## config.mk

```make
export PLATFORM = sky130hd
export DESIGN_NAME = synced_clock_divider_gate_ramp
export DESIGN_NICKNAME = d
export VERILOG_FILES = /design/src/hw/rtl/sdgr_pkg.sv /design/src/hw/rtl/sdgr_ctrl.sv /design/src/hw/rtl/sdgr_dp.sv /design/src/hw/rtl/synced_clock_divider_gate_ramp.sv
export SDC_FILE = /design/constraint.sdc
export NUM_CORES = 2
export LEC_CHECK = 0
export ABC_AREA = 1
export BUFFER_PORTS_ARGS = -buffer_cell sky130_fd_sc_hd__buf_2
export CORE_UTILIZATION = 60
export DETAILED_ROUTE_END_ITERATION = 10
export PLACE_DENSITY = 0.81
export SETUP_SLACK_MARGIN = 0.2
export SLEW_MARGIN = 20
export SYNTH_ARGS = -nofsm -noshare
export SYNTH_HDL_FRONTEND = slang
export SYNTH_SLANG_ARGS = --single-unit
```

## constraint.sdc

```tcl
create_clock -name clk -period 8.4 [get_ports clk]
set_clock_uncertainty 0.05 [all_clocks]
set_input_delay 0.84 -clock clk [delete_from_list [all_inputs] [get_ports clk]]
set_output_delay 0.84 -clock clk [all_outputs]
set_load 0.005 [all_outputs]
```

## src/hw/rtl/sdgr_pkg.sv

```systemverilog
// ----------------------------------------------------------------------------
// sdgr_pkg
// shared types and constants for the synced clock divider with gate/ramp out
// ----------------------------------------------------------------------------
package sdgr_pkg;

	// sample timer and period width
	localparam int TIMER_WIDTH = 32;
	localparam logic [TIMER_WIDTH-1:0] TIMER_MAX = '1;

	// magnitude of measured_interval * divisions + jitter offset
	localparam int PABS_W = 34;
	localparam int WIDE_W = (TIMER_WIDTH > PABS_W) ? TIMER_WIDTH : PABS_W;

	// ramp quotient bits (Q1.16) and the iteration counter for them
	localparam int RAMP_BITS = 17;
	localparam int DCNT_W    = $clog2(RAMP_BITS);

	// configuration port
	localparam int CFG_IDX_W  = 3;
	localparam int CFG_DATA_W = 24;

	localparam logic [CFG_IDX_W-1:0] REG_BASE_PERIOD = 3'd0;
	localparam logic [CFG_IDX_W-1:0] REG_CLOCK_DIV   = 3'd1;
	localparam logic [CFG_IDX_W-1:0] REG_RATE_JITTER = 3'd2;
	localparam logic [CFG_IDX_W-1:0] REG_DUTY_CYCLE  = 3'd3;
	localparam logic [CFG_IDX_W-1:0] REG_DUTY_JITTER = 3'd4;
	localparam logic [CFG_IDX_W-1:0] REG_OUTPUT_MODE = 3'd5;

	// register reset values
	localparam logic [23:0] BASE_PERIOD_RST = 24'd48000;
	localparam logic [8:0]  CLOCK_DIV_RST   = 9'd1;
	localparam logic [15:0] DUTY_CYCLE_RST  = 16'd32768;

	// output mode codes
	localparam logic MODE_GATE = 1'b0;
	localparam logic MODE_RAMP = 1'b1;

	typedef enum logic [3:0] {
		ST_IDLE,
		ST_EDGE,
		ST_MUL,
		ST_OFF,
		ST_SUM,
		ST_TICK,
		ST_DIV_INIT,
		ST_DIV,
		ST_OUT
	} sdgr_state_t;

	typedef struct packed {
		logic load_in;
		logic do_edge;
		logic do_mul;
		logic do_off;
		logic do_sum;
		logic do_tick;
		logic div_init;
		logic div_step;
		logic load_out;
	} sdgr_cmd_t;

	typedef struct packed {
		logic div_last;
	} sdgr_sts_t;

endpackage

```

## src/hw/rtl/sdgr_ctrl.sv

```systemverilog
// ----------------------------------------------------------------------------
// sdgr_ctrl
// sequencer: walks one item through edge detect, period math and ramp divide
// ----------------------------------------------------------------------------
module sdgr_ctrl (
	input  logic                clk,
	input  logic                arst_n,
	input  logic                s_tvalid,
	output logic                s_tready,
	output logic                m_tvalid,
	input  logic                m_tready,
	output sdgr_pkg::sdgr_cmd_t cmd,
	input  sdgr_pkg::sdgr_sts_t sts
);

	sdgr_pkg::sdgr_state_t state_q, state_d;
	logic                  m_valid_q;

	always_ff @(posedge clk or negedge arst_n) begin
		if (!arst_n) begin
			state_q   <= sdgr_pkg::ST_IDLE;
			m_valid_q <= 1'b0;
		end else begin
			state_q <= state_d;
			if (cmd.load_out)
				m_valid_q <= 1'b1;
			else if (m_tready)
				m_valid_q <= 1'b0;
		end
	end

	always_comb begin
		state_d  = state_q;
		cmd      = '0;
		s_tready = 1'b0;
		unique case (state_q)
			sdgr_pkg::ST_IDLE: begin
				s_tready = 1'b1;
				if (s_tvalid) begin
					cmd.load_in = 1'b1;
					state_d     = sdgr_pkg::ST_EDGE;
				end
			end
			sdgr_pkg::ST_EDGE: begin
				cmd.do_edge = 1'b1;
				state_d     = sdgr_pkg::ST_MUL;
			end
			sdgr_pkg::ST_MUL: begin
				cmd.do_mul = 1'b1;
				state_d    = sdgr_pkg::ST_OFF;
			end
			sdgr_pkg::ST_OFF: begin
				cmd.do_off = 1'b1;
				state_d    = sdgr_pkg::ST_SUM;
			end
			sdgr_pkg::ST_SUM: begin
				cmd.do_sum = 1'b1;
				state_d    = sdgr_pkg::ST_TICK;
			end
			sdgr_pkg::ST_TICK: begin
				cmd.do_tick = 1'b1;
				state_d     = sdgr_pkg::ST_DIV_INIT;
			end
			sdgr_pkg::ST_DIV_INIT: begin
				cmd.div_init = 1'b1;
				state_d      = sdgr_pkg::ST_DIV;
			end
			sdgr_pkg::ST_DIV: begin
				cmd.div_step = 1'b1;
				if (sts.div_last)
					state_d = sdgr_pkg::ST_OUT;
			end
			sdgr_pkg::ST_OUT: begin
				// wait for the output register to drain
				if (!m_valid_q || m_tready) begin
					cmd.load_out = 1'b1;
					state_d      = sdgr_pkg::ST_IDLE;
				end
			end
			default: begin
				state_d = sdgr_pkg::ST_IDLE;
			end
		endcase
	end

	assign m_tvalid = m_valid_q;

endmodule

```

## src/hw/rtl/sdgr_dp.sv

```systemverilog
// ----------------------------------------------------------------------------
// sdgr_dp
// datapath: config registers, sync edge state, period math, ramp divider
// ----------------------------------------------------------------------------
module sdgr_dp (
	input  logic                                clk,
	input  logic                                arst_n,
	input  logic                                cfg_we,
	input  logic [sdgr_pkg::CFG_IDX_W-1:0]      cfg_index,
	input  logic [sdgr_pkg::CFG_DATA_W-1:0]     cfg_data,
	input  logic                                in_sync_present,
	input  logic [15:0]                         in_sync_sample,
	input  logic [15:0]                         in_rate_random,
	input  logic [15:0]                         in_duty_random,
	input  sdgr_pkg::sdgr_cmd_t                 cmd,
	output sdgr_pkg::sdgr_sts_t                 sts,
	output logic [15:0]                         out_value,
	output logic                                tick_started
);

	localparam int TW = sdgr_pkg::TIMER_WIDTH;
	localparam int RB = sdgr_pkg::RAMP_BITS;

	// configuration (the base period only loads meas_q, so it is not kept)
	logic [8:0]  div_q;
	logic [23:0] rjit_q;
	logic [15:0] duty_cfg_q;
	logic [15:0] djit_q;
	logic        mode_q;

	// input item
	logic        sync_on_q;
	logic [15:0] sync_val_q;
	logic [15:0] rate_rnd_q;
	logic [15:0] duty_rnd_q;

	// block state
	logic [TW-1:0] timer_q;
	logic [TW-1:0] period_q;
	logic [16:0]   duty_thr_q;
	logic [23:0]   meas_q;
	logic [23:0]   icnt_q;
	logic [15:0]   prev_q;
	logic          armed_q;
	logic [8:0]    ecnt_q;
	logic          tick_q;

	// period math
	logic [32:0] base_prod_q;
	logic [40:0] rprod_q;
	logic [32:0] dprod_q;
	logic [25:0] roff_q;
	logic [17:0] doff_q;
	logic [34:0] psum_q;
	logic [18:0] dsum_q;

	// ramp divider
	logic [TW-1:0]                  rem_q;
	logic [RB-1:0]                  quo_q;
	logic                           sat_q;
	logic [sdgr_pkg::DCNT_W-1:0]    dcnt_q;

	// result
	logic [15:0] out_value_q;
	logic        out_tick_q;

	// edge detect
	logic [23:0] icnt_inc;
	logic [16:0] diff;
	logic        diff_neg, diff_pos, arm_n, rise;
	logic [8:0]  eff_div, ecnt_inc;
	logic        div_reached;

	assign icnt_inc    = (icnt_q == '1) ? icnt_q : icnt_q + 24'd1;
	assign diff        = {sync_val_q[15], sync_val_q} - {prev_q[15], prev_q};
	assign diff_neg    = diff[16];
	assign diff_pos    = !diff[16] && (diff != '0);
	assign arm_n       = armed_q | diff_neg;
	assign rise        = sync_on_q && arm_n && diff_pos;
	assign eff_div     = (div_q == '0) ? 9'd1 : div_q;
	assign ecnt_inc    = ecnt_q + 9'd1;
	assign div_reached = (ecnt_inc >= eff_div);

	// products
	logic signed [40:0] rprod_n;
	logic signed [32:0] dprod_n;
	logic        [32:0] base_prod_n;

	assign rprod_n     = $signed({1'b0, rjit_q}) * $signed(rate_rnd_q);
	assign dprod_n     = $signed({1'b0, djit_q}) * $signed(duty_rnd_q);
	assign base_prod_n = 33'(meas_q) * 33'(eff_div);

	// truncation toward zero of a divide by 32768
	logic [40:0] rbias;
	logic [32:0] dbias;

	assign rbias = rprod_q + {26'd0, {15{rprod_q[40]}}};
	assign dbias = dprod_q + {18'd0, {15{dprod_q[32]}}};

	// magnitude, clip, zero guard
	logic [34:0]                   pneg;
	logic [sdgr_pkg::PABS_W-1:0]   pabs;
	logic [sdgr_pkg::WIDE_W-1:0]   pwide;
	logic [TW-1:0]                 pclip, period_n;
	logic [18:0]                   dneg;
	logic [16:0]                   dabs;
	logic [TW-1:0]                 timer_inc;

	assign pneg     = -psum_q;
	assign pabs     = psum_q[34] ? pneg[33:0] : psum_q[33:0];
	assign pwide    = sdgr_pkg::WIDE_W'(pabs);
	assign pclip    = (pwide > sdgr_pkg::WIDE_W'(sdgr_pkg::TIMER_MAX)) ?
		sdgr_pkg::TIMER_MAX : pwide[TW-1:0];
	assign period_n = (pclip == '0) ? TW'(1) : pclip;
	assign dneg     = -dsum_q;
	assign dabs     = dsum_q[18] ? dneg[16:0] : dsum_q[16:0];
	assign timer_inc = (timer_q == sdgr_pkg::TIMER_MAX) ? timer_q : timer_q + TW'(1);

	// one restoring divide step per cycle
	logic [TW:0] trial, trial_sub;
	logic        trial_ge;
	logic [RB-1:0] ramp;

	assign trial     = (dcnt_q == '0) ? {1'b0, rem_q} : {rem_q, 1'b0};
	assign trial_ge  = trial >= {1'b0, period_q};
	assign trial_sub = trial - {1'b0, period_q};
	assign ramp      = sat_q ? '1 : quo_q;
	assign sts.div_last = (dcnt_q == sdgr_pkg::DCNT_W'(RB - 1));

	// control and state registers
	always_ff @(posedge clk or negedge arst_n) begin
		if (!arst_n) begin
			div_q      <= sdgr_pkg::CLOCK_DIV_RST;
			rjit_q     <= '0;
			duty_cfg_q <= sdgr_pkg::DUTY_CYCLE_RST;
			djit_q     <= '0;
			mode_q     <= sdgr_pkg::MODE_GATE;
			timer_q    <= '0;
			period_q   <= '0;
			duty_thr_q <= '0;
			meas_q     <= sdgr_pkg::BASE_PERIOD_RST;
			icnt_q     <= '0;
			prev_q     <= '0;
			armed_q    <= 1'b0;
			ecnt_q     <= '0;
			tick_q     <= 1'b0;
			dcnt_q     <= '0;
		end else begin
			if (cmd.do_edge) begin
				icnt_q <= rise ? '0 : icnt_inc;
				if (sync_on_q) begin
					armed_q <= rise ? 1'b0 : arm_n;
					prev_q  <= sync_val_q;
					if (rise) begin
						meas_q <= icnt_inc;
						ecnt_q <= div_reached ? '0 : ecnt_inc;
					end
					tick_q <= rise && div_reached;
				end else begin
					tick_q <= (timer_q >= period_q);
				end
			end
			if (cmd.do_tick) begin
				if (tick_q) begin
					period_q   <= period_n;
					duty_thr_q <= dabs;
					timer_q    <= TW'(1);
				end else begin
					timer_q <= timer_inc;
				end
			end
			if (cmd.div_init)
				dcnt_q <= '0;
			else if (cmd.div_step)
				dcnt_q <= dcnt_q + sdgr_pkg::DCNT_W'(1);
			if (cfg_we) begin
				unique case (cfg_index)
					sdgr_pkg::REG_BASE_PERIOD: meas_q     <= cfg_data;
					sdgr_pkg::REG_CLOCK_DIV:   div_q      <= cfg_data[8:0];
					sdgr_pkg::REG_RATE_JITTER: rjit_q     <= cfg_data;
					sdgr_pkg::REG_DUTY_CYCLE:  duty_cfg_q <= cfg_data[15:0];
					sdgr_pkg::REG_DUTY_JITTER: djit_q     <= cfg_data[15:0];
					sdgr_pkg::REG_OUTPUT_MODE: mode_q     <= cfg_data[0];
					default: ;
				endcase
			end
		end
	end

	// payload registers
	always_ff @(posedge clk) begin
		if (cmd.load_in) begin
			sync_on_q  <= in_sync_present;
			sync_val_q <= in_sync_sample;
			rate_rnd_q <= in_rate_random;
			duty_rnd_q <= in_duty_random;
		end
		if (cmd.do_mul) begin
			base_prod_q <= base_prod_n;
			rprod_q     <= rprod_n;
			dprod_q     <= dprod_n;
		end
		if (cmd.do_off) begin
			roff_q <= rbias[40:15];
			doff_q <= dbias[32:15];
		end
		if (cmd.do_sum) begin
			psum_q <= {2'b00, base_prod_q} + {{9{roff_q[25]}}, roff_q};
			dsum_q <= {3'b000, duty_cfg_q} + {doff_q[17], doff_q};
		end
		if (cmd.div_init) begin
			sat_q <= (period_q == '0) || ({1'b0, timer_q} >= {period_q, 1'b0});
			rem_q <= timer_q;
			quo_q <= '0;
		end else if (cmd.div_step) begin
			rem_q <= trial_ge ? trial_sub[TW-1:0] : trial[TW-1:0];
			quo_q <= {quo_q[RB-2:0], trial_ge};
		end
		if (cmd.load_out) begin
			if (mode_q == sdgr_pkg::MODE_RAMP)
				out_value_q <= ramp[RB-1] ? 16'hFFFF : ramp[15:0];
			else
				out_value_q <= (ramp < duty_thr_q) ? 16'hFFFF : 16'h0000;
			out_tick_q <= tick_q;
		end
	end

	assign out_value    = out_value_q;
	assign tick_started = out_tick_q;

endmodule

```

## src/hw/rtl/synced_clock_divider_gate_ramp.sv

```systemverilog
// ----------------------------------------------------------------------------
// synced_clock_divider_gate_ramp
// clock divider with external sync, jitter and gate or ramp output
// ----------------------------------------------------------------------------
// One input item is one audio sample. Without sync the block restarts its
// period whenever the sample timer reaches it; with sync connected, every
// clock_divisions-th rising edge of the sync signal restarts it at the
// measured edge interval times clock_divisions. Each new period and duty
// threshold gets a random offset scaled by the jitter registers (magnitude
// taken, a zero period becomes one). The result is the ramp timer/period in
// Q0.16 (saturated) or a gate that is high while the ramp is below the duty
// threshold. From acceptance to a loaded result an item goes through edge
// detection, the period arithmetic (multiply, offset, sum, tick), divider
// setup, the restoring divider that forms the ramp quotient one bit per
// cycle, and the output register load. The block takes no new item before
// the result is loaded; the next item is taken in the idle state after
// that, while the result waits in the output register. A result still
// unread when the next one is ready holds the block until it drains.
// Configuration writes are meant for when the block is idle.
// ----------------------------------------------------------------------------
module synced_clock_divider_gate_ramp (
	input  logic                            clk,
	input  logic                            arst_n,

	// configuration write port
	input  logic                            cfg_we,
	input  logic [sdgr_pkg::CFG_IDX_W-1:0]  cfg_index,
	input  logic [sdgr_pkg::CFG_DATA_W-1:0] cfg_data,

	// input items
	input  logic                            s_tvalid,
	output logic                            s_tready,
	input  logic [47:0]                     s_tdata,  // sync_sample, rate_random, duty_random
	input  logic                            s_tuser,  // sync_present

	// result items
	output logic                            m_tvalid,
	input  logic                            m_tready,
	output logic [15:0]                     m_tdata,  // out_value
	output logic                            m_tuser   // tick_started
);

	sdgr_pkg::sdgr_cmd_t cmd;
	sdgr_pkg::sdgr_sts_t sts;

	// sequencer owns both handshakes and the output valid
	sdgr_ctrl u_ctrl (
		.clk      (clk),
		.arst_n   (arst_n),
		.s_tvalid (s_tvalid),
		.s_tready (s_tready),
		.m_tvalid (m_tvalid),
		.m_tready (m_tready),
		.cmd      (cmd),
		.sts      (sts)
	);

	// datapath holds config, timer/period state and the output register
	sdgr_dp u_dp (
		.clk             (clk),
		.arst_n          (arst_n),
		.cfg_we          (cfg_we),
		.cfg_index       (cfg_index),
		.cfg_data        (cfg_data),
		.in_sync_present (s_tuser),
		.in_sync_sample  (s_tdata[15:0]),
		.in_rate_random  (s_tdata[31:16]),
		.in_duty_random  (s_tdata[47:32]),
		.cmd             (cmd),
		.sts             (sts),
		.out_value       (m_tdata),
		.tick_started    (m_tuser)
	);

endmodule

```

==> summary.txt <==
Run status
  – Status: finished clean

STA
  – RSZ-0062 raised after global routing: no
  – # setup viols final: 0
  – Crit share post-route: 79.6%
  – Setup TNS: 0 ns
  – Final WS setup: roughly 1.7 ns
  – Worst-Margin Slew: 1.11 ns
  – Slew headroom: roughly a quarter
  – Hold Slack: approximately 0.22 ns
  – F_max: 150 MHz
  – Final slew viol count: 0
  – Period minus WS final: approximately 6.7 ns
  – Fin. Hold Viols: 0

Clocking
  – Skew-Pair Late Insertion Delay: 0.65 ns
  – CTS tree: built
  – Clock transition at path regs: about 0.06 ns
  – Sink Count: between 500 and 600
  – Root buffer cell: clkbuf_16
  – Hold Buf Count CTS: 0
  – CTS Buf Count: 68
  – Clock tree buffer depth: 3
  – Post-CTS Setup Inserts: 0
  – CTS-repair resized insts: 0
  – CTS H-Tree Depth: 3

Hold path
  – Worst hold-check path type: in -> async

Placed design
  – Placed Cells: about 8800
  – Pre-CTS WS: approximately 1.8 ns
  – GP Congestion: a little under 1
  – DP HPWL: roughly 130000 µm
  – IO buf count: between 90 and 100

Logic synthesis
  – Post-synth cell types: 66
  – Number of synthesis warnings: 0
  – Syn Std Cell Area: about 0.06 mm²
  – Seq cells post-synth: 552
  – Top cells by area, synth: fa_1, edfxtp_1, nand2_1, ha_1, inv_1
  – Synth Instances: around 7600
  – Post-synth ARST share: a little over two fifths
  – Syn Area/Cell: between 8 and 9 µm²
  – Yosys top cell area share: between 20 and 25%
  – Sequential element share of the synthesized area: 25.0%
  – EDFF count, synth: between 300 and 400
  – Syn Nets: between 8000 and 9000
  – Largest area contributor in the netlist: fa_1
  – Top FF cell, synth: edfxtp_1

Worst setup path
  – Startpoint Class: flip-flop
  – Reg2reg setup slack: 1.72 ns
  – Critical path class: reg -> reg
  – Worst path arrival time: between 7 and 8 ns
  – Register-to-Register Path Depth: 23
  – Critical Path RT: 8.73 ns
  – Crit path capture type: flip-flop
  – R2r endpoint: u_dp.rprod_q[39]
  – Critical path peak fanout: 24
  – Worst r2r src: u_dp.rate_rnd_q[8]

Finish
  – Layout cell share with drive strength beyond 1: between 4 and 5%
  – Most common cell after layout, fill and taps aside: nand2_1
  – Commonest cells after routing, fill and taps aside: nand2_1, inv_1, fa_1
  – FILL cells: approximately 8500
  – Non-filler cells, final: ~8900
  – NumNets Final: ~9000
  – Area delta synth->final: 6.06%

Floorplan
  – Core Area: between 0.1 and 0.15 mm²
  – Top Ports: 100
  – DIE AREA: roughly 0.1 mm²
  – Starting Density: about three fifths
  – Die width: around 320 µm
  – Row cnt: roughly 120
  – Die Y: 321 µm

Detailed routing
  – Routed Antenna Nets: 0
  – WL final: between 150000 and 200000 µm
  – Initial drt markers: a little over 4000
  – First-pass DRT Iterations: 5
  – DRC errors left: 0
  – Vias/cell: 5.55
  – Avg WL per Cell: about 18 µm
  – Routed vias: ~50000

Global route
  – First-pass GRT wire length: between 200000 and 300000 µm
  – Initial antenna violation count: 13
  – Total GRT Usage: roughly 33%
  – GR Util met3: approximately 7%
  – Most Crowded Layer GR: met2
  – M2 GR Usage: approximately 53%
  – Largest net degree at the start of global routing: 108
  – Routing usage on met1: a little over two fifths
  – Vias in the first global route: around 51000
  – Grt total ovfl: 0

Job
  – Max-Cap Viols: 0
-- worst max-delay path, cell delays in order (launching register included) --
cell	delay, ns
edfxtp_1	1.08
nand2_1	0.17
fa_1	0.55
inv_1	0.05
fa_1	0.49
inv_1	0.05
fa_1	0.47
inv_1	0.05
fa_1	0.50
fa_1	0.54
inv_1	0.05
fa_1	0.53
inv_1	0.05
ha_1	0.35
a21oi_1	0.23
o21ai_0	0.13
a21oi_1	0.13
o21ai_0	0.17
a21oi_1	0.29
inv_1	0.09
nand3_1	0.08
nand2_1	0.08
a21oi_1	0.16
xnor2_1	0.08
-- synthesized netlist by cell type (10+ instances only) --
cell type,count
o31ai_1,22
edfxtp_1,303
o21bai_1,20
or2_2,29
buf_2,10
xor2_1,182
xnor2_1,82
o21ai_1,10
nor3_1,76
inv_1,1669
dfrtp_1,223
ha_1,534
nor4_1,32
a31oi_1,15
dfxtp_1,17
fa_1,659
o211ai_1,23
nand2_1,1811
a21o_1,23
a21oi_1,344
nor2_2,13
nand3_1,191
o21a_1,16
o21ai_0,339
o22ai_1,33
clkbuf_1,246
nor2_1,467
nand4_1,69
-- worst max path at each step --
stage,from,endpoint,slack (ns),cells after the start
final,u_dp.rate_rnd_q[8],u_dp.rprod_q[39],1.72,23
after global placement,u_dp.rate_rnd_q[8],u_dp.rprod_q[39],1.85,23
after CTS,u_dp.rate_rnd_q[8],u_dp.rprod_q[39],1.75,23
after detailed placement,u_dp.rate_rnd_q[8],u_dp.rprod_q[39],1.80,23
after global routing,u_dp.rate_rnd_q[8],u_dp.rprod_q[39],1.28,23
after floorplan,u_dp.rjit_q[5],u_dp.rprod_q[39],2.42,25
-- state kept, by name, summed over array words and instances (netlist names), 18 cells and up --
register          flops
u_dp.base_prod_q     33
u_dp.doff_q          18
u_dp.dprod_q         33
u_dp.dsum_q          18
u_dp.icnt_q          24
u_dp.meas_q          24
u_dp.period_q        32
u_dp.psum_q          35
u_dp.rem_q           32
u_dp.rjit_q          24
u_dp.roff_q          26
u_dp.rprod_q         41
u_dp.timer_q         32
-- cell families (layout without fill, tap and decap cells) --
| kind of cell | after synthesis | in the layout | synth area share (%) |
|---|---|---|---|
| and+or+nand+nor | 2729 | 2729 | 18.2 |
| AOI/OAI and AO/OA | 894 | 894 | 8.12 |
| buffers and inverters | 1949 | 1937 | 12.1 |
| DFF | 552 | 552 | 25.0 |
| other | 0 | 7 | 0 |
| muxes | 11 | 11 | 0.197 |
| xor gates and xnor gates | 264 | 264 | 3.79 |
| adders and majority gates | 1193 | 1193 | 32.6 |
-- per-stage QoR --
| step | utilization (%) | area [µm²] |
|---|---|---|
| 2_1_floorplan | - | 61000 |
| 3_3_place_gp | 62.2 | 62500 |
| 3_5_place_dp | 62.2 | 62500 |
| 4_1_cts | 64.4 | 64700 |
| 5_1_grt | 64.4 | 64700 |
| 6_report | 64.4 | 64700 |
-- layout make-up --
cell class / instances / area [µm²] / area share, %
multi-input combinational: 5091 / 38400 / 59.4
sequential: 552 / 15300 / 23.6
inverter: 1678 / 6300 / 9.74
clock buffer: 87 / 1800 / 2.79
tap: 1357 / 1700 / 2.62
timing repair buffer: 136 / 783 / 1.21
clock inverter: 36 / 407 / 0.629
antenna: 7 / 17.5 / 0.0271
-- metal layers --
| metal | vias up | share of wire, % |
|---|---|---|
| li1 | 23300 | - |
| met1 | 23700 | 39 |
| met2 | 2150 | 46 |
| met3 | 460 | 9.4 |
| met4 | 10 | 5.0 |
| met5 | - | 0.037 |
Power is left out: the tool's default activity adds up to more than one toggle a clock period on the data nets, which glitch-free logic cannot reach.
